File: src/design/assert_macros.svh
// assertion macros used by the top level rtl file
`ifndef ASSERT_MACROS_SVH
`define ASSERT_MACROS_SVH
`ifndef SYNTHESIS
`define ASSERT_CLK(lbl, clk, rstn, prop) \
    lbl: assert property (@(posedge clk) disable iff (!rstn) prop) \
    else $error("assertion failed");
`define ASSERT_NEXT(lbl, clk, rstn, ante, cons) \
    lbl: assert property (@(posedge clk) disable iff (!rstn) (ante) |=> (cons)) \
    else $error("assertion failed");
`else
`define ASSERT_CLK(lbl, clk, rstn, prop)
`define ASSERT_NEXT(lbl, clk, rstn, ante, cons)
`endif
`endif

File: src/design/bfd_pkg.sv
// constants and codes of the byte frame deframer
`timescale 1ns / 1ps
`default_nettype none
package bfd_pkg;
    localparam logic [7:0] HEAD_MARK      = 8'hBE;
    localparam logic [7:0] TAIL_MARK      = 8'hED;
    localparam logic [1:0] KIND_PAYLOAD   = 2'd0;
    localparam logic [1:0] KIND_EMPTY     = 2'd1;
    localparam logic [1:0] KIND_OVERFLOW  = 2'd2;
    localparam int         FRAME_OVERHEAD = 6;
    localparam logic [6:0] MAX_RESULTS    = 7'd64;
    typedef struct packed {
        logic [1:0] kind;
        logic [7:0] frame_type;
        logic [7:0] payload_byte;
        logic [5:0] frame_length;
        logic       end_of_frame;
    } t_result;
endpackage
`default_nettype wire

File: src/design/bfd_ram.sv
// generic simple dual port ram with registered read
`timescale 1ns / 1ps
`default_nettype none
module bfd_ram #(
    parameter int WIDTH = 8,
    parameter int DEPTH = 64
) (
    input  wire                     i_clk,
    input  wire                     i_we,
    input  wire [$clog2(DEPTH)-1:0] i_waddr,
    input  wire [WIDTH-1:0]         i_wdata,
    input  wire                     i_re,
    input  wire [$clog2(DEPTH)-1:0] i_raddr,
    output logic [WIDTH-1:0]        o_rdata
);
    logic [WIDTH-1:0] r_mem [DEPTH];

    always_ff @(posedge i_clk) begin
        if (i_we) begin
            r_mem[i_waddr] <= i_wdata;
        end
        if (i_re) begin
            o_rdata <= r_mem[i_raddr];
        end
    end
endmodule
`default_nettype wire

File: src/design/byte_frame_deframer_sum8.sv
// top level of the byte frame deframer with 8-bit sum check
`timescale 1ns / 1ps
`default_nettype none
`include "assert_macros.svh"
// channel | valid       | stall        | payload
// in      | i_in_valid  | o_in_stall   | i_rx_byte
// out     | o_out_valid | i_out_stall  | o_kind o_frame_type o_payload_byte o_frame_length
//         |             |              | o_end_of_frame o_last
// one request is taken only while the sequencer is idle; a byte that finds the store
// full gives one overflow result, otherwise the store ring is rescanned
// rescan cost is set by the single read port: each skipped byte, the head and
// length bytes, the checksum and tail, and every summed or delivered byte is read
// in turn between taking the request and finishing; a frame whose check fails
// restarts the scan at the next head byte
// results leave one behind the scan so the final one can carry last
// reset empties the ring (fill count zero), no clearing pass is needed
// output stall only holds the sequencer where a result must be pushed
module byte_frame_deframer_sum8 import bfd_pkg::*; #(
    parameter int BUFFER_DEPTH = 64
) (
    input  wire        i_clk,
    input  wire        i_rst_n,
    input  wire        i_in_valid,
    output logic       o_in_stall,
    input  wire [7:0]  i_rx_byte,
    output logic       o_out_valid,
    input  wire        i_out_stall,
    output logic [1:0] o_kind,
    output logic [7:0] o_frame_type,
    output logic [7:0] o_payload_byte,
    output logic [5:0] o_frame_length,
    output logic       o_end_of_frame,
    output logic       o_last
);
    localparam int AW = $clog2(BUFFER_DEPTH);
    localparam int CW = $clog2(BUFFER_DEPTH + 1);
    localparam logic [CW:0]   DEPTH_W  = (CW+1)'(BUFFER_DEPTH);
    localparam logic [CW-1:0] DEPTH_C  = CW'(BUFFER_DEPTH);
    localparam logic [16:0]   DEPTH_17 = 17'(BUFFER_DEPTH);

    // sequencer codes
    localparam logic [3:0] S_IDLE = 4'd0;
    localparam logic [3:0] S_HREQ = 4'd1;
    localparam logic [3:0] S_HCHK = 4'd2;
    localparam logic [3:0] S_L2   = 4'd3;
    localparam logic [3:0] S_L3   = 4'd4;
    localparam logic [3:0] S_SUM  = 4'd5;
    localparam logic [3:0] S_CK   = 4'd6;
    localparam logic [3:0] S_TL   = 4'd7;
    localparam logic [3:0] S_PAY  = 4'd8;
    localparam logic [3:0] S_EMP  = 4'd9;
    localparam logic [3:0] S_DONE = 4'd10;

    // ring position of offset from the oldest byte
    function automatic logic [AW-1:0] f_addr(input logic [AW-1:0] b, input logic [CW-1:0] off);
        logic [CW:0] s;
        s = (CW+1)'(b) + {1'b0, off};
        if (s >= DEPTH_W) begin
            s = s - DEPTH_W;
        end
        return s[AW-1:0];
    endfunction

    logic [3:0]    r_st, n_st;
    logic [AW-1:0] r_base, n_base;
    logic [CW-1:0] r_fill, n_fill;
    logic [CW-1:0] r_idx, n_idx;
    logic [CW-1:0] r_total, n_total;
    logic [15:0]   r_plen, n_plen;
    logic [7:0]    r_sum, n_sum;
    logic [7:0]    r_type, n_type;
    logic          r_ckok, n_ckok;
    logic [6:0]    r_cnt, n_cnt;
    logic          r_pv, n_pv;
    t_result       r_pend, n_pend;
    logic          r_ov, n_ov;
    t_result       r_out, n_out;
    logic          r_olast, n_olast;

    logic          rd_en;
    logic [AW-1:0] rd_addr;
    logic [7:0]    rd_data;
    logic          wr_en;
    logic [16:0]   total;
    logic          out_free;
    logic          can_push;
    logic          push;
    t_result       new_res;
    logic [CW-1:0] drop_n;
    logic          drop;

    bfd_ram #(.WIDTH(8), .DEPTH(BUFFER_DEPTH)) u_ram (
        .i_clk  (i_clk),
        .i_we   (wr_en),
        .i_waddr(f_addr(r_base, r_fill)),
        .i_wdata(i_rx_byte),
        .i_re   (rd_en),
        .i_raddr(rd_addr),
        .o_rdata(rd_data)
    );

    assign o_in_stall = (r_st != S_IDLE);
    assign wr_en      = i_in_valid && (r_st == S_IDLE) && (r_fill != DEPTH_C);
    assign out_free   = !r_ov || !i_out_stall;
    assign can_push   = !r_pv || out_free;
    // frame size from the high length byte and the low byte being read
    assign total      = {1'b0, r_plen[15:8], rd_data} + 17'(FRAME_OVERHEAD);

    always_comb begin
        n_st = r_st; n_base = r_base; n_fill = r_fill; n_idx = r_idx;
        n_total = r_total; n_plen = r_plen; n_sum = r_sum; n_type = r_type;
        n_ckok = r_ckok; n_cnt = r_cnt; n_pv = r_pv; n_pend = r_pend;
        n_ov = r_ov && i_out_stall; n_out = r_out; n_olast = r_olast;
        rd_en = 1'b0; rd_addr = r_base;
        push = 1'b0; drop = 1'b0; drop_n = CW'(1);
        new_res = '{kind: KIND_PAYLOAD, frame_type: r_type, payload_byte: rd_data,
                    frame_length: r_plen[5:0], end_of_frame: 1'b0};
        case (r_st)
            S_IDLE: begin
                if (i_in_valid) begin
                    n_cnt = 7'd0;
                    if (r_fill == DEPTH_C) begin
                        n_pv = 1'b1;
                        n_pend = '{kind: KIND_OVERFLOW, frame_type: 8'd0,
                                   payload_byte: 8'd0, frame_length: 6'd0,
                                   end_of_frame: 1'b0};
                        n_st = S_DONE;
                    end else begin
                        n_fill = r_fill + CW'(1);
                        n_st = S_HREQ;
                    end
                end
            end
            S_HREQ: begin
                if (r_fill == '0) begin
                    n_st = S_DONE;
                end else begin
                    rd_en = 1'b1; rd_addr = r_base; n_st = S_HCHK;
                end
            end
            S_HCHK: begin
                if (rd_data != HEAD_MARK) begin
                    drop = 1'b1; n_st = S_HREQ;
                end else if (r_fill < CW'(FRAME_OVERHEAD)) begin
                    n_st = S_DONE;
                end else begin
                    rd_en = 1'b1; rd_addr = f_addr(r_base, CW'(2)); n_st = S_L2;
                end
            end
            S_L2: begin
                n_plen = {rd_data, r_plen[7:0]};
                rd_en = 1'b1; rd_addr = f_addr(r_base, CW'(3)); n_st = S_L3;
            end
            S_L3: begin
                n_plen = {r_plen[15:8], rd_data};
                n_total = total[CW-1:0];
                if (total > DEPTH_17) begin
                    drop = 1'b1; n_st = S_HREQ;
                end else if (17'(r_fill) < total) begin
                    n_st = S_DONE;
                end else begin
                    n_idx = '0; n_sum = 8'd0;
                    rd_en = 1'b1; rd_addr = r_base; n_st = S_SUM;
                end
            end
            S_SUM: begin
                n_sum = r_sum + rd_data;
                if (r_idx == CW'(1)) begin
                    n_type = rd_data;
                end
                if (r_idx == r_total - CW'(3)) begin
                    rd_en = 1'b1; rd_addr = f_addr(r_base, r_total - CW'(2)); n_st = S_CK;
                end else begin
                    n_idx = r_idx + CW'(1);
                    rd_en = 1'b1; rd_addr = f_addr(r_base, r_idx + CW'(1)); n_st = S_SUM;
                end
            end
            S_CK: begin
                n_ckok = (rd_data == r_sum);
                rd_en = 1'b1; rd_addr = f_addr(r_base, r_total - CW'(1)); n_st = S_TL;
            end
            S_TL: begin
                if (!r_ckok || rd_data != TAIL_MARK) begin
                    drop = 1'b1; n_st = S_HREQ;
                end else if (r_plen == 16'd0) begin
                    n_st = S_EMP;
                end else begin
                    n_idx = '0;
                    rd_en = 1'b1; rd_addr = f_addr(r_base, CW'(4)); n_st = S_PAY;
                end
            end
            S_PAY: begin
                new_res.end_of_frame = (r_idx == r_plen[CW-1:0] - CW'(1));
                if (can_push) begin
                    push = 1'b1;
                    if (new_res.end_of_frame) begin
                        drop = 1'b1; drop_n = r_total; n_st = S_HREQ;
                    end else begin
                        n_idx = r_idx + CW'(1);
                        rd_en = 1'b1; rd_addr = f_addr(r_base, r_idx + CW'(5));
                    end
                end
            end
            S_EMP: begin
                new_res.kind = KIND_EMPTY;
                new_res.payload_byte = 8'd0;
                new_res.frame_length = 6'd0;
                new_res.end_of_frame = 1'b1;
                if (can_push) begin
                    push = 1'b1; drop = 1'b1; drop_n = r_total; n_st = S_HREQ;
                end
            end
            S_DONE: begin
                if (!r_pv) begin
                    n_st = S_IDLE;
                end else if (out_free) begin
                    n_ov = 1'b1; n_out = r_pend; n_olast = 1'b1;
                    n_pv = 1'b0; n_st = S_IDLE;
                end
            end
            default: n_st = S_IDLE;
        endcase
        // results past the cap are consumed but not delivered
        if (push && r_cnt < MAX_RESULTS) begin
            n_cnt = r_cnt + 7'd1;
            if (r_pv) begin
                n_ov = 1'b1; n_out = r_pend; n_olast = 1'b0;
            end
            n_pv = 1'b1; n_pend = new_res;
        end
        if (drop) begin
            n_base = f_addr(r_base, drop_n);
            n_fill = r_fill - drop_n;
        end
    end

    always_ff @(posedge i_clk) begin
        if (!i_rst_n) begin
            r_st   <= S_IDLE;
            r_base <= '0;
            r_fill <= '0;
            r_pv   <= 1'b0;
            r_ov   <= 1'b0;
            r_cnt  <= 7'd0;
        end else begin
            r_st   <= n_st;
            r_base <= n_base;
            r_fill <= n_fill;
            r_pv   <= n_pv;
            r_ov   <= n_ov;
            r_cnt  <= n_cnt;
        end
    end

    always_ff @(posedge i_clk) begin
        r_idx   <= n_idx;
        r_total <= n_total;
        r_plen  <= n_plen;
        r_sum   <= n_sum;
        r_type  <= n_type;
        r_ckok  <= n_ckok;
        r_pend  <= n_pend;
        r_out   <= n_out;
        r_olast <= n_olast;
    end

    assign o_out_valid    = r_ov;
    assign o_kind         = r_out.kind;
    assign o_frame_type   = r_out.frame_type;
    assign o_payload_byte = r_out.payload_byte;
    assign o_frame_length = r_out.frame_length;
    assign o_end_of_frame = r_out.end_of_frame;
    assign o_last         = r_olast;

    `ASSERT_CLK(a_fill_bound, i_clk, i_rst_n, r_fill <= DEPTH_C)
    `ASSERT_CLK(a_base_bound, i_clk, i_rst_n, 32'(r_base) < BUFFER_DEPTH)
    `ASSERT_CLK(a_idle_no_pend, i_clk, i_rst_n, (r_st == S_IDLE) |-> !r_pv)
    `ASSERT_NEXT(a_done_idle, i_clk, i_rst_n, (r_st == S_DONE) && !r_pv, r_st == S_IDLE)
endmodule
`default_nettype wire

File: config.mk
export PLATFORM = sky130hd
export DESIGN_NAME = byte_frame_deframer_sum8
export DESIGN_NICKNAME = d
export VERILOG_FILES = /design/src/design/bfd_pkg.sv /design/src/design/bfd_ram.sv /design/src/design/byte_frame_deframer_sum8.sv
export VERILOG_INCLUDE_DIRS = /design/src /design/src/design
export SDC_FILE = /design/constraint.sdc
export NUM_CORES = 1
export LEC_CHECK = 0
export BUFFER_PORTS_ARGS = -buffer_cell sky130_fd_sc_hd__buf_4
export CAP_MARGIN = 40
export CORE_MARGIN = 3
export CORE_UTILIZATION = 45
export CTS_CLUSTER_SIZE = 40
export DETAILED_ROUTE_END_ITERATION = 8
export GPL_TIMING_DRIVEN = 0
export HOLD_SLACK_MARGIN = 0.1
export SYNTH_ARGS = -nofsm -noshare
export SYNTH_HDL_FRONTEND = slang
export SYNTH_HIERARCHICAL = 1
export SYNTH_SLANG_ARGS = --single-unit
File: constraint.sdc
create_clock -name i_clk -period 8.95 [get_ports i_clk]
set_input_delay 0.895 -clock i_clk [delete_from_list [all_inputs] [get_ports i_clk]]
set_output_delay 0.895 -clock i_clk [all_outputs]
set_load 0.05 [all_outputs]
==> After elaboration in Yosys (flattened, before gate mapping) <==
Memory sizes are Yosys's and may differ from the RTL's. A register that Yosys moved wholly into a read port is not among the register bits.
Index checks and enable logic that the tools add are counted.
{ "op_classes": {"mux": 104, "reduce_logical": 35, "n_eq_ne": 32, "n_lt_le_gt_ge": 13, "n_addsub": 29, "n_bitwise": 2} }
{ "ops": {"columns": ["operator", "n"], "rows": [
  ["$mux 25", 9],
  ["$mux 7", 17],
  ["$mux 6", 16],
  ["$sub 6x1->6 const B", 9],
  ["$mux 4", 13],
  ["$add 6x7->8", 6],
  ["$ge 8x7->1 const B", 6],
  ["$pmux 4 s11", 1],
  ["$pmux 6 s6", 1],
  ["$mux 1", 35],
  ["$pmux 16 s2", 1],
  ["$pmux 7 s4", 1],
  ["$ne 2x2->1 const B", 11],
  ["$add 7x1->7 const B", 3],
  ["$ge 7x7->1 const B", 3],
  ["$add 16x3->17 const B", 1],
  ["$gt 17x7->1 const B", 1],
  ["$lt 7x17->1", 1],
  ["$eq 4x3->1 const B", 4],
  ["$logic_not 16->1", 1],
  ["$mux 8", 2],
  ["$ne 8x8->1 const B", 2],
  ["$pmux 8 s2", 1],
  ["$add 6x2->7 const B", 2],
  ["40 further kinds", 68]
]} }
{ "totals": {"ramBits": 512, "wordCells": 240, "reg_bits": 124, "n_memories": 1} }
{ "memory_table": {"columns": ["name", "words", "word_bits", "read_ports", "rd_ports_with_merged_regs", "wr", "line", "text"], "rows": [
  ["u_ram.r_mem", 64, 8, 1, 1, 1, "bfd_ram.sv:16", "logic [WIDTH-1:0] r_mem [DEPTH];"]
]} }

==> Longest topological paths before layout <==
Gate-level depths: netlist of run 1.
{ "logic_depth": {"word_depth": 8, "depth_mapped": 26, "depth_no_buf": 23} }

==> Modules after synthesis <==
Netlist of run 1, hierarchy kept.
{ "by_module_without_submodules": {"columns": ["mod", "instances", "area_each_um2", "cells_per_inst"], "rows": [
  ["bfd_ram", 1, 20270.7, 972],
  ["byte_frame_deframer_sum8", 1, 7941.4, 802]
]} }

==> Worst setup path after synthesis of run 1 <==
OpenSTA, ideal clock, no wires.
{ "synth_timing": {"kind": "register to register", "startpoint": "register r_total[2]", "endpoint": "register u_ram.o_rdata[2], read port of u_ram.r_mem (data pin)", "n_path_buf": 3, "slack_ns": 3.699, "arrival_time_ns": 4.994, "stages_incl_launch_ff": 22, "period_less_slack_ns": 5.251, "cell_sequence": "edfxtp_1 > buf_2 > inv_1 > ha_1 > a2111oi_0 > xnor2_1 > mux2i_1 > a211oi_4 > mux2_2 > o22ai_1 > ha_1 > xnor2_1 > a21oi_1 > o221ai_1 > o21ai_0 > o21ai_0 > buf_2 > buf_1 > mux4_2 > a21oi_1 > o211ai_1 > a32o_1"} }
{ "synth_between": {"elab_chain_cells": 6} }
{ "synth_lines": {"columns": ["item", "line", "text"], "rows": [
  ["from (decl)", "byte_frame_deframer_sum8.sv:68", "logic [CW-1:0] r_total, n_total;"],
  ["from (signal assigned)", "byte_frame_deframer_sum8.sv:257", "r_total <= n_total;"],
  ["$sub 7x2->7", "byte_frame_deframer_sum8.sv:172", "rd_en = 1'b1; rd_addr = f_addr(r_base, r_total - CW'(2)); n_st = S_CK;"],
  ["$add 6x7->8", "byte_frame_deframer_sum8.sv:57", "s = (CW+1)'(b) + {1'b0, off};"],
  ["$ge 8x7->1 or $sub 6x1->6 (tied branches)", "byte_frame_deframer_sum8.sv:58, byte_frame_deframer_sum8.sv:59", null],
  ["$mux 6", "byte_frame_deframer_sum8.sv:58", "if (s >= DEPTH_W) begin"],
  ["$mux 6", "byte_frame_deframer_sum8.sv:171", "if (r_idx == r_total - CW'(3)) begin"],
  ["$pmux 6 s6 *", "byte_frame_deframer_sum8.sv:118", "case (r_st)"],
  ["via rd_addr[2]", "byte_frame_deframer_sum8.sv:81", "logic [AW-1:0] rd_addr;"],
  ["to (decl)", "bfd_ram.sv:14", "output logic [WIDTH-1:0] o_rdata"]
]} }
The timed path passes the listed nets; every way through them passes the cells marked *.
A chain may end at the register's enable or synchronous reset.

==> Worst setup path in the final report of run 1 <==
{ "layout_timing": {"startpoint": "register r_total[2]", "endpoint": "register u_ram.o_rdata[0], read port of u_ram.r_mem (data pin)"} }
The elaborated chain is that of the path after synthesis.

==> results of run 1 <==
registers in the layout, indices dropped and copies added (netlist names), 4 cells and up, named ones only:
signal and cells:
r_type 8, r_base 6, r_plen 16, r_total 7
r_sum 8, u_ram/o_rdata 8, r_fill 7, r_cnt 7
r_st 4, r_idx 7, r_pend 25, u_ram/r_mem 512
layout by cell type, fill, tap and decap left out, drive strengths merged, types with 16 or more instances in the layout:
cell type	synthesis	layout
ha	52	52
o21ai	41	41
nand3	41	41
inv	50	51
nor4	16	16
buf	45	113
xnor2	49	49
nand2	71	71
clkbuf	42	139
a21oi	48	48
edfxtp	618	618
xor2	19	19
clkinv	4	25
mux2i	31	31
nor2b	26	26
a21o	19	19
o22ai	28	28
a31oi	17	17
dfxtp	26	26
and2	43	43
nor3	28	28
mux4	124	124
nor2	156	156
logic make-up after synthesis:
| group | after synthesis |
|---|---|
| muxes | 158 |
| DFF | 644 |
| buffers and inverters | 141 |
| adders and majority gates | 58 |
| AOI/OAI and AO/OA | 238 |
| and+or+nand+nor | 467 |
| xor gates and xnor gates | 68 |
worst max path at each step:
| stage | start | end | slack [ns] | cells past startpoint |
|---|---|---|---|---|
| 2_1_floorplan | r_total[2]$_DFFE_PP_ | u_ram/o_rdata[2]$_DFFE_PP_ | 3.70 | 21 |
| 3_3_place_gp | r_total[2]$_DFFE_PP_ | u_ram/o_rdata[0]$_DFFE_PP_ | 1.71 | 21 |
| 3_5_place_dp | r_total[2]$_DFFE_PP_ | u_ram/o_rdata[6]$_DFFE_PP_ | 1.69 | 21 |
| 4_1_cts | r_total[2]$_DFFE_PP_ | u_ram/o_rdata[6]$_DFFE_PP_ | 1.69 | 21 |
| 5_1_grt | r_total[2]$_DFFE_PP_ | u_ram/o_rdata[6]$_DFFE_PP_ | 1.20 | 24 |
| 6_report | r_total[2]$_DFFE_PP_ | u_ram/o_rdata[0]$_DFFE_PP_ | 1.60 | 21 |
through the flow:
stage	util (%)	hold WS (ns)
floorplan	-	0.423
global placement	47.8	0.441
detailed placement	48.2	0.444
CTS	51.8	0.451
global route	51.8	0.499
finish	51.8	0.453
power breakdown:
group	switching, uW	leakage (uW)	internal [uW]	total (uW)
combinational	2060	0.00366	1260	3320
clock	1150	0.00108	1630	2780
sequential	125	0.00575	3530	3650
total	3330	0.0105	6410	9750
layout make-up:
type	count	area (um2)	share of cell area [%]
Tap cell	837	1050	3.27
Multi-Input combinational cell	989	8490	26.5
Timing Repair Buffer	69	546	1.70
Sequential cell	644	19100	59.5
Clock buffer	97	1930	6.01
Clock inverter	28	298	0.929
Inverter	54	203	0.633
Buffer	87	459	1.43
per-layer routing:
layer / global-route usage [%] / up-vias / wire length (um)
met4: 10.2 / 4 / 3750
met2: 36.2 / 704 / 34900
met1: 29.8 / 8399 / 29700
met3: 3.77 / 178 / 4720
met5: 0 / - / 31
li1: - / 7235 / -
==> reports/results.tsv, run 1 <==
stage	metric	value	unit
timing	setup_violations	0	
worst_setup_path	r2r-start	r_total[2]$_DFFE_PP_	
worst_hold_path	hold_path_class	flip-flop to flip-flop	
synthesis	synth-simple-area-share	8.38	%
pwr	power.leakage	0.0105	uW
synthesis	yosysTopAreaCellShare	65.8	%
synthesis	synth_compound_area_share	5.69	%
place	globalplace.congestion	0.929	
worst_hold_path	hold_end	r_cnt[5]$_SDFFE_PN0P_	
worst_hold_path	holdCritStartpoint	r_cnt[5]$_SDFFE_PN0P_	
floorplanning	initial_utilization	45.6	%
synthesis	synthArstFlopShare	0	%
floorplanning	die_x	256	um
synthesis	synth_common_cells	618 x edfxtp_1, 156 x nor2_1, 124 x mux4_2	
synthesis	syn_nets	1844	
pwr	vdd_drop_max	0.192	mV
synthesis	synth_xor_area_share	2.11	%
worst_setup_path	crit_top_cell	buf_2	
timing	period_minus_slack	7.35	ns
layout	fillers	5054	
worst_setup_path	r2r_end	u_ram/o_rdata[0]$_DFFE_PP_	
timing	fin_setup_tns	0	ns
worst_setup_path	crit_path_start_kind	flip-flop	
floorplanning	placementRows	91	
synthesis	yosys.area_share.adder	2.73	%
clock_tree	ctsResizeCount	0	
clock_tree	clk_pin_slew_worst_paths	0.06	ns
synthesis	synth_edf_count	618	
worst_setup_path	r2r_cells	21	
worst_setup_path	cp_top_family	compound AO/OA/AOI/OAI gates	
route	wl_per_cell	26.1	um
job	cap_violations	0	
clock_tree	clkSinkCount	644	
timing	slew_headroom	39.1	%
floorplanning	io-pin-count	40	
layout	nNetsFinal	1985	
synthesis	ys_seq_elements	644	
worst_setup_path	worstSetupPathType	flip-flop to flip-flop	
synthesis	synth_warnings	6	
route	vias	16500	
timing	drv_slew	0	
clock_tree	insertion_delay	0.62	ns
synthesis	synthMuxAreaShare	11.1	%
global_routing	overflow	0	
timing	rsz0062_at_grt	false	
synthesis	synth_area_per_cell	15.9	um2
worst_setup_path	worst-path-buf-inv	6	
global_routing	grt_pass1_vias	16500	
synthesis	synthesis.area	28200	um2
global_routing	grt_max_degree	65	
clock_tree	post-cts-setup-buffers	0	
synthesis	synth_top_family_by_area	multiplexers	
worst_setup_path	slowest_stage	a211oi_4	
pwr	finalPower	9750	uW
clock_tree	cts_buffers	70	
worst_setup_path	endpoint_kind	flip-flop	
worst_setup_path	r2r_slack	1.60	ns
clock_tree	cts_max_level	3	
layout	drive_gt1_share	18.3	%
route	route.antenna.remaining_nets	0	
floorplanning	core-area	61800	um2
run_status	status	complete, no violations	
layout	synthToLayoutAreaGrowth	13.6	%
route	drt_wl_total	73.1	mm
synthesis	synth_most_common_cell	edfxtp_1	
layout	antennaDiodeCount	0	
place	port_buffers	39	
timing	max_slew.worst_pin.slew	0.910	ns
global_routing	grtUsageTotal	22.4	%
route	drcViolationCount	0	
place	pre_cts_slack	1.69	ns
place	dp_hpwl	49.8	mm
worst_setup_path	crit_fanout	10	
synthesis	synth_top_cell_by_area	edfxtp_1	
timing	fin_skew	0.0394	ns
global_routing	grt_first_pass_wirelength	109	mm
timing	hold_viol	0	
layout	final_area	32000	um2
synthesis	synthDistinctLibCells	78	
place	place_area	29800	um2
synthesis	ys.flop_type	edfxtp_1	
route	dr.first_iter.drc_count	1566	
synthesis	netlist_instances	1774	
worst_setup_path	crit_chain	buf_2 -> inv_1 -> ha_1 -> a2111oi_0 -> xnor2_1 -> mux2i_1 -> a211oi_4 -> mux2_2 -> o22ai_1 -> ha_1 -> xnor2_1 -> a21oi_1 -> o221ai_1 -> o21ai_0 -> o21ai_0 -> buf_2 -> buf_2 -> buf_2 -> clkbuf_1 -> o21ai_0 -> a22o_1	
worst_setup_path	required	9.29	ns
clock_tree	cts_tree	yes	
layout	layout.cells.non_filler	2805	
global_routing	antenna_found_initial	2	
timing	setup_ws	1.60	ns
worst_setup_path	slowest_delay	0.59	ns
worst_setup_path	arrival	7.69	ns
worst_hold_path	holdPathStages	1	
synthesis	synth_area_leaders	edfxtp_1 66%, mux4_2 9.9%, ha_1 2.3%	
pwr	pwr_density_cell	304	nW/um2
timing	min_period_over_period	82.2	%
clock_tree	hold_buffers	0	
floorplanning	die_area	65700	um2
route	viasPerCell	5.89	
floorplanning	fp.dieH	256	um
route	dr.pass1.iters	6	
synthesis	seq_area_frac_synth	67.6	%
timing	fmax	136	MHz
place	placed_cells	2680	
clock_tree	clock-root-buffer	clkbuf_16	
clock_tree	cts.path.max_buffers	3	
(Power assumes the default switching activity.)
==> inputs of run 2 (changes only) <==
Clock period 8.95 ns to 6.44 ns, I/O delays scaled along.
==> run 2 against run 1 <==
Sequential share of layout area shrank 0.15 points. Highest routed layer unchanged. Cell count up 0.14%. Global-route usage barely moved. Final area up 0.26%. Power is 39% higher. First-iteration DRC count is 4.3% lower. Clock skew fell by 0.00050 ns. Hold slack got worse by 0.10 ns.
==> reports/results.tsv, run 2 (same netlist as run 1, synthesis figures left out) <==
stage	metric	value	unit	change
timing	min_period_over_period	95.9	%	+14 points
pwr	vdd_drop_max	0.266	mV	+39%
floorplanning	die_x	256	um	unchanged
timing	slew_headroom	38.8	%	-0.32 points
floorplanning	initial_utilization	45.6	%	unchanged
clock_tree	cts.path.max_buffers	3		unchanged
route	wirelength_met1	29.7	mm	-0.15%
floorplanning	io-pin-count	40		unchanged
global_routing	grtUsageTotal	22.4	%	about the same
worst_setup_path	arrival	6.50	ns	-1.19 ns
worst_setup_path	worstSetupPathType	flip-flop to flip-flop		
worst_hold_path	hold_path_class	input pin to flip-flop		
place	dp_hpwl	49.8	mm	unchanged
global_routing	overflow	0		unchanged
floorplanning	core-area	61800	um2	unchanged
route	dr.pass1.iters	7		+1
worst_setup_path	crit_path_start_kind	flip-flop		
worst_setup_path	endpoint_kind	flip-flop		
floorplanning	fp.dieH	256	um	unchanged
route	drt_wl_total	73.1	mm	about the same
timing	max_slew.worst_pin.slew	0.915	ns	+0.00481 ns
pwr	power.leakage	0.0106	uW	+0.57%
worst_setup_path	crit_fanout	10		unchanged
route	wl_met3	4.76	mm	+0.89%
global_routing	grt_pass1_vias	16500		+0.012%
layout	synthToLayoutAreaGrowth	13.9	%	
place	globalplace.congestion	0.929		unchanged
global_routing	grt_max_degree	65		unchanged
clock_tree	cts_max_level	3		unchanged
timing	drv_slew	0		unchanged
route	top_layer_used	met5		
timing	fmax	162	MHz	+19%
layout	antennaDiodeCount	0		unchanged
route	wl_per_cell	26.0	um	-0.17%
clock_tree	clkSinkCount	644		unchanged
timing	hold_viol	0		unchanged
clock_tree	cts_buffers	70		unchanged
layout	fillers	5047		-0.14%
layout	largest_register	u_ram/r_mem		
route	dr_wl_met2	34.9	mm	-0.19%
place	port_buffers	39		unchanged
floorplanning	placementRows	91		unchanged
layout	final_common_cell	edfxtp_1		
clock_tree	insertion_delay	0.62	ns	about the same
layout	seqCellArea	19100	um2	unchanged
route	viasPerCell	5.89		about the same
clock_tree	cts_tree	yes		
layout	largest_reg_flops	512		unchanged
global_routing	antenna_found_initial	2		unchanged
worst_setup_path	required	6.76	ns	-2.53 ns
global_routing	grt_first_pass_wirelength	109	mm	about the same
clock_tree	clk_pin_slew_worst_paths	0.06	ns	about the same
job	cap_violations	0		unchanged
pwr	finalPower	13600	uW	+39%
timing	whs	0.353	ns	-0.100 ns
route	vias	16600		+0.22%
layout	multi_input_area	8520	um2	+0.35%
layout	drive_gt1_share	19.1	%	+0.82 points
timing	setup_violations	0		unchanged
run_status	status	complete, no violations		
floorplanning	die_area	65700	um2	unchanged
timing	fin_skew	0.0389	ns	-0.000502 ns
layout	nNetsFinal	1989		+0.20%
layout	post-route-util	52.0	%	+0.13 points
timing	rsz0062_at_grt	false		
route	dr.first_iter.drc_count	1499		-4.3%
layout	final_cell_mix	618 x edfxtp_1, 156 x nor2_1, 124 x mux4_2, 77 x buf_4, 72 x clkbuf_16		
pwr	pwr_density_cell	423	nW/um2	+39%
clock_tree	clock-root-buffer	clkbuf_16		
layout	largestRegisters	u_ram/r_mem: 512 flops, r_pend: 25 flops, r_plen: 16 flops		
route	route.antenna.remaining_nets	0		unchanged
timing	period_minus_slack	6.18	ns	-1.18 ns
route	drcViolationCount	0		unchanged
## run 2: changes by cell type in the layout (fill, tap and decap cells not counted), sizes merged
cell,previous run,this run
buf,113,116
clkbuf,139,140
## run 2: report_power, final
group          internal, uW  leakage (uW)  switching [uW]  total, uW
Sequential             4900       0.00575             174       5070
Clock                  2260       0.00108            1600       3870
Combinational          1780       0.00372            2860       4640
## run 2: path summary, 6_finish.rpt
path | slack, ns | to | cells after the start | from
setup reg to reg | 0.26 | u_ram/o_rdata[4]$_DFFE_PP_ | 20 | r_total[2]$_DFFE_PP_
hold / removal | 0.35 | r_fill[2]$_SDFFE_PN0P_ | 3 | i_rst_n
hold reg to reg | 0.45 | r_cnt[5]$_SDFFE_PN0P_ | 1 | r_cnt[5]$_SDFFE_PN0P_
setup / recovery | 0.26 | u_ram/o_rdata[4]$_DFFE_PP_ | 20 | r_total[2]$_DFFE_PP_
## run 2: cell type report
cell class                 instances  share of cell area (%)
sequential                       644                    59.4
multi-input combinational        989                    26.5
clock buffer                      97                    5.99
tap                              837                    3.26
timing repair buffer              74                    1.81
buffer                            86                    1.48
clock inverter                    28                   0.927
inverter                          54                   0.631
## run 2: stage by stage
stage	cells	setup TNS, ns	instance area, um2	setup slack, ns
after CTS	2806	0	32100	0.0227
after global placement	2650	-5.33	29600	-0.804
final	2809	0	32100	0.261
after global routing	2809	0	32100	0.0207
after detailed placement	2680	-5.32	29800	-0.825
after floorplan	1774	0	28200	1.19
## run 2: layer usage
| metal | vias to the layer above | track usage (%) |
|---|---|---|
| met5 | - | 0 |
| met4 | 4 | 10.1 |
| met3 | 189 | 3.77 |
| met2 | 708 | 36.3 |
| met1 | 8420 | 29.8 |
| li1 | 7236 | - |
## run 2: timing repair
item | in CTS | in global routing
pin swaps | 1 | 2
gates cloned | 0 | 0
gates resized for setup | 9 | 12
hold buffers | 0 | 0
setup buffers | 1 | 4
setup endpoints to repair | 8 | 8
## run 2: worst max-delay path, cell delays in order, from the launching register on
cell,delay [ns]
edfxtp_1,0.49
buf_2,0.28
inv_1,0.12
ha_1,0.22
a2111oi_2,0.40
xnor2_1,0.21
mux2i_1,0.16
a211oi_4,0.35
buf_4,0.22
a21oi_1,0.08
o21a_1,0.20
inv_1,0.08
fa_1,0.43
o221ai_1,0.23
buf_4,0.28
buf_2,0.38
buf_2,0.51
mux4_2,0.44
a22oi_1,0.21
nand3_1,0.23
a22o_1,0.34
==> inputs of run 3 (changes only) <==
Settings changed: CTS_BUF_LIST from default to sky130_fd_sc_hd__clkbuf_8.
==> run 3 against run 2 <==
Critical path depth unchanged. First-iteration DRC count up 10%. Fmax up 0.53%. Combinational power about the same. Sequential cell count unchanged. Clock skew down 0.0020 ns. Power down 4.4%. Core utilization down 0.51 points. Hold slack worse by 0.10 ns. Cell count up 2.2%. Critical endpoint unchanged.
==> reports/results.tsv, run 3 (same netlist as run 1, synthesis figures left out) <==
stage	metric	value	unit	change
global_routing	grt_max_degree	65		unchanged
place	pre_cts_slack	-0.825	ns	unchanged
worst_setup_path	required	6.87	ns	+0.11 ns
route	drcViolationCount	0		unchanged
floorplanning	initial_utilization	45.6	%	unchanged
layout	final_common_cell	edfxtp_1		
timing	fmax	163	MHz	+0.53%
pwr	seq_power_share	39.1	%	+1.7 points
place	globalplace.congestion	0.929		unchanged
pwr	pwr_density_cell	408	nW/um2	-3.5%
pwr	switching_share	35.8	%	+1.6 points
timing	setup_ws	0.293	ns	+0.0324 ns
run_status	status	complete, no violations		
route	dr.first_iter.drc_count	1651		+10%
global_routing	grtUsageTotal	22.6	%	+0.28 points
clock_tree	clock-root-buffer	clkbuf_8		
timing	hold_viol	0		unchanged
clock_tree	cts.path.max_buffers	3		unchanged
worst_hold_path	hold_path_class	input pin to flip-flop		
route	dr.pass1.iters	6		-1
pwr	vdd_drop_max	0.203	mV	-24%
layout	largest_register	u_ram/r_mem		
worst_setup_path	worstSetupPathType	flip-flop to flip-flop		
layout	final_cell_mix	618 x edfxtp_1, 156 x nor2_1, 124 x mux4_2, 106 x clkbuf_8, 80 x buf_4		
layout	largest_reg_flops	512		unchanged
floorplanning	placementRows	91		unchanged
pwr	p_sw	4650	uW	+0.13%
global_routing	antenna_found_initial	1		-1
place	placed_cells	2680		unchanged
clock_tree	cts_buffers	104		+49%
clock_tree	clk_pin_slew_worst_paths	0.06	ns	about the same
timing	rsz0062_at_grt	false		
timing	period_minus_slack	6.15	ns	-0.0324 ns
route	viasPerCell	5.84		-0.87%
pwr	p_int	8330	uW	-6.8%
floorplanning	core-area	61800	um2	unchanged
worst_setup_path	crit_path_start_kind	flip-flop		
layout	post-route-util	51.5	%	-0.51 points
floorplanning	die_area	65700	um2	unchanged
layout	nNetsFinal	2027		+1.9%
layout	synthToLayoutAreaGrowth	12.8	%	
global_routing	grt_first_pass_wirelength	110	mm	+1.1%
clock_tree	cts_max_level	3		unchanged
pwr	clkPwrFrac	25.0	%	-3.5 points
timing	setup_violations	0		unchanged
place	port_buffers	39		unchanged
layout	layout.cells.non_filler	2870		+2.2%
timing	drv_slew	0		unchanged
global_routing	overflow	0		unchanged
route	drt_wl_total	74.1	mm	+1.3%
place	dp_hpwl	49.8	mm	unchanged
route	wl_per_cell	25.8	um	-0.88%
clock_tree	cts_tree	yes		
pwr	power.leakage	0.0105	uW	about the same
layout	largestRegisters	u_ram/r_mem: 512 flops, r_pend: 25 flops, r_plen: 16 flops		
pwr	p_comb_share	35.9	%	+1.7 points
clock_tree	clkSinkCount	644		unchanged
place	place_area	29800	um2	unchanged
worst_setup_path	crit_fanout	10		unchanged
timing	min_period_over_period	95.4	%	-0.50 points
timing	fin_skew	0.0369	ns	-0.00201 ns
floorplanning	fp.dieH	256	um	unchanged
floorplanning	io-pin-count	40		unchanged
layout	drive_gt1_share	20.3	%	+1.2 points
timing	slew_headroom	40.4	%	+1.7 points
layout	final_area	31800	um2	-0.98%
worst_setup_path	arrival	6.58	ns	+0.08 ns
route	route.antenna.remaining_nets	0		unchanged
clock_tree	insertion_delay	0.71	ns	+0.09 ns
timing	max_slew.worst_pin.slew	0.890	ns	-0.0248 ns
job	cap_violations	0		unchanged
layout	antennaDiodeCount	0		unchanged
global_routing	grt_pass1_vias	16800		+1.5%
worst_setup_path	endpoint_kind	flip-flop		
floorplanning	die_x	256	um	unchanged
route	vias	16800		+1.3%
==> run 3: cell count changes in the layout (fill, tap and decap cells not counted), sizes merged <==
cell      change
inv          +26
clkinv       +20
buf           +3
bufinv        -1
clkbuf       +10
clkinvlp      +3
==> run 3: repair_timing <==
action	in CTS	in global routing
setup buffers	1	6
hold buffers	0	0
gates resized for setup	9	12
pin swaps	1	3
setup endpoints to repair	8	8
==> run 3: per-stage QoR <==
stage	hold WS, ns	total power (uW)	setup TNS (ns)
finish	0.249	13000	0
global route	0.212	13600	0
CTS	0.165	13000	0
detailed placement	0.444	9730	-5.32
global placement	0.441	9650	-5.33
floorplan	0.423	8040	0
==> run 3: path summary, 6_finish.rpt <==
path | from | end | slack [ns] | cells past startpoint
min reg2reg | r_cnt[5]$_SDFFE_PN0P_ | r_cnt[5]$_SDFFE_PN0P_ | 0.45 | 1
max reg2reg | r_total[2]$_DFFE_PP_ | u_ram/o_rdata[4]$_DFFE_PP_ | 0.29 | 20
max | r_total[2]$_DFFE_PP_ | u_ram/o_rdata[4]$_DFFE_PP_ | 0.29 | 20
min | i_rst_n | r_fill[6]$_SDFFE_PN0P_ | 0.25 | 3
==> run 3: final cells by class <==
| class | instances | area (um2) |
|---|---|---|
| repair buffers | 77 | 606 |
| plain buffers | 87 | 478 |
| clock inverters | 76 | 423 |
| well taps | 837 | 1050 |
| flip-flops and latches | 644 | 19100 |
| inverters | 54 | 203 |
| clock buffers | 106 | 1460 |
| multi-input cells | 989 | 8520 |
| fillers | 5137 | 30000 |
==> run 3: metal layers <==
metal  vias up  part of all wire, %  wire [um]  global-route usage, %
met5         -                0.023         17                      0
met2       736                   47      35100                   36.6
met4         2                  5.3       3930                   11.2
met1      8516                   41      30100                   29.8
li1       7311                    -          -                      -
met3       204                  6.6       4920                   4.08
==> run 3: power groups by stage <==
stage          clock, uW  combinational [uW]  sequential, uW
3_3_place_gp           0                4490            5160
4_1_cts             3350                4590            5080
2_1_floorplan          0                2940            5100
5_1_grt             3540                4910            5100
3_5_place_dp           0                4560            5160
6_report            3240                4660            5070
==> run 3: worst max-delay path: stages (launching register included) <==
cell	delay (ns)
edfxtp_1	0.49
buf_2	0.28
inv_1	0.12
ha_1	0.22
a2111oi_2	0.40
xnor2_1	0.21
mux2i_1	0.16
a211oi_4	0.35
buf_4	0.22
a21oi_1	0.08
o21a_1	0.20
inv_1	0.08
fa_1	0.43
o221ai_1	0.23
buf_4	0.28
buf_2	0.38
buf_2	0.49
mux4_2	0.43
a22oi_1	0.21
nand3_1	0.24
a22o_1	0.35
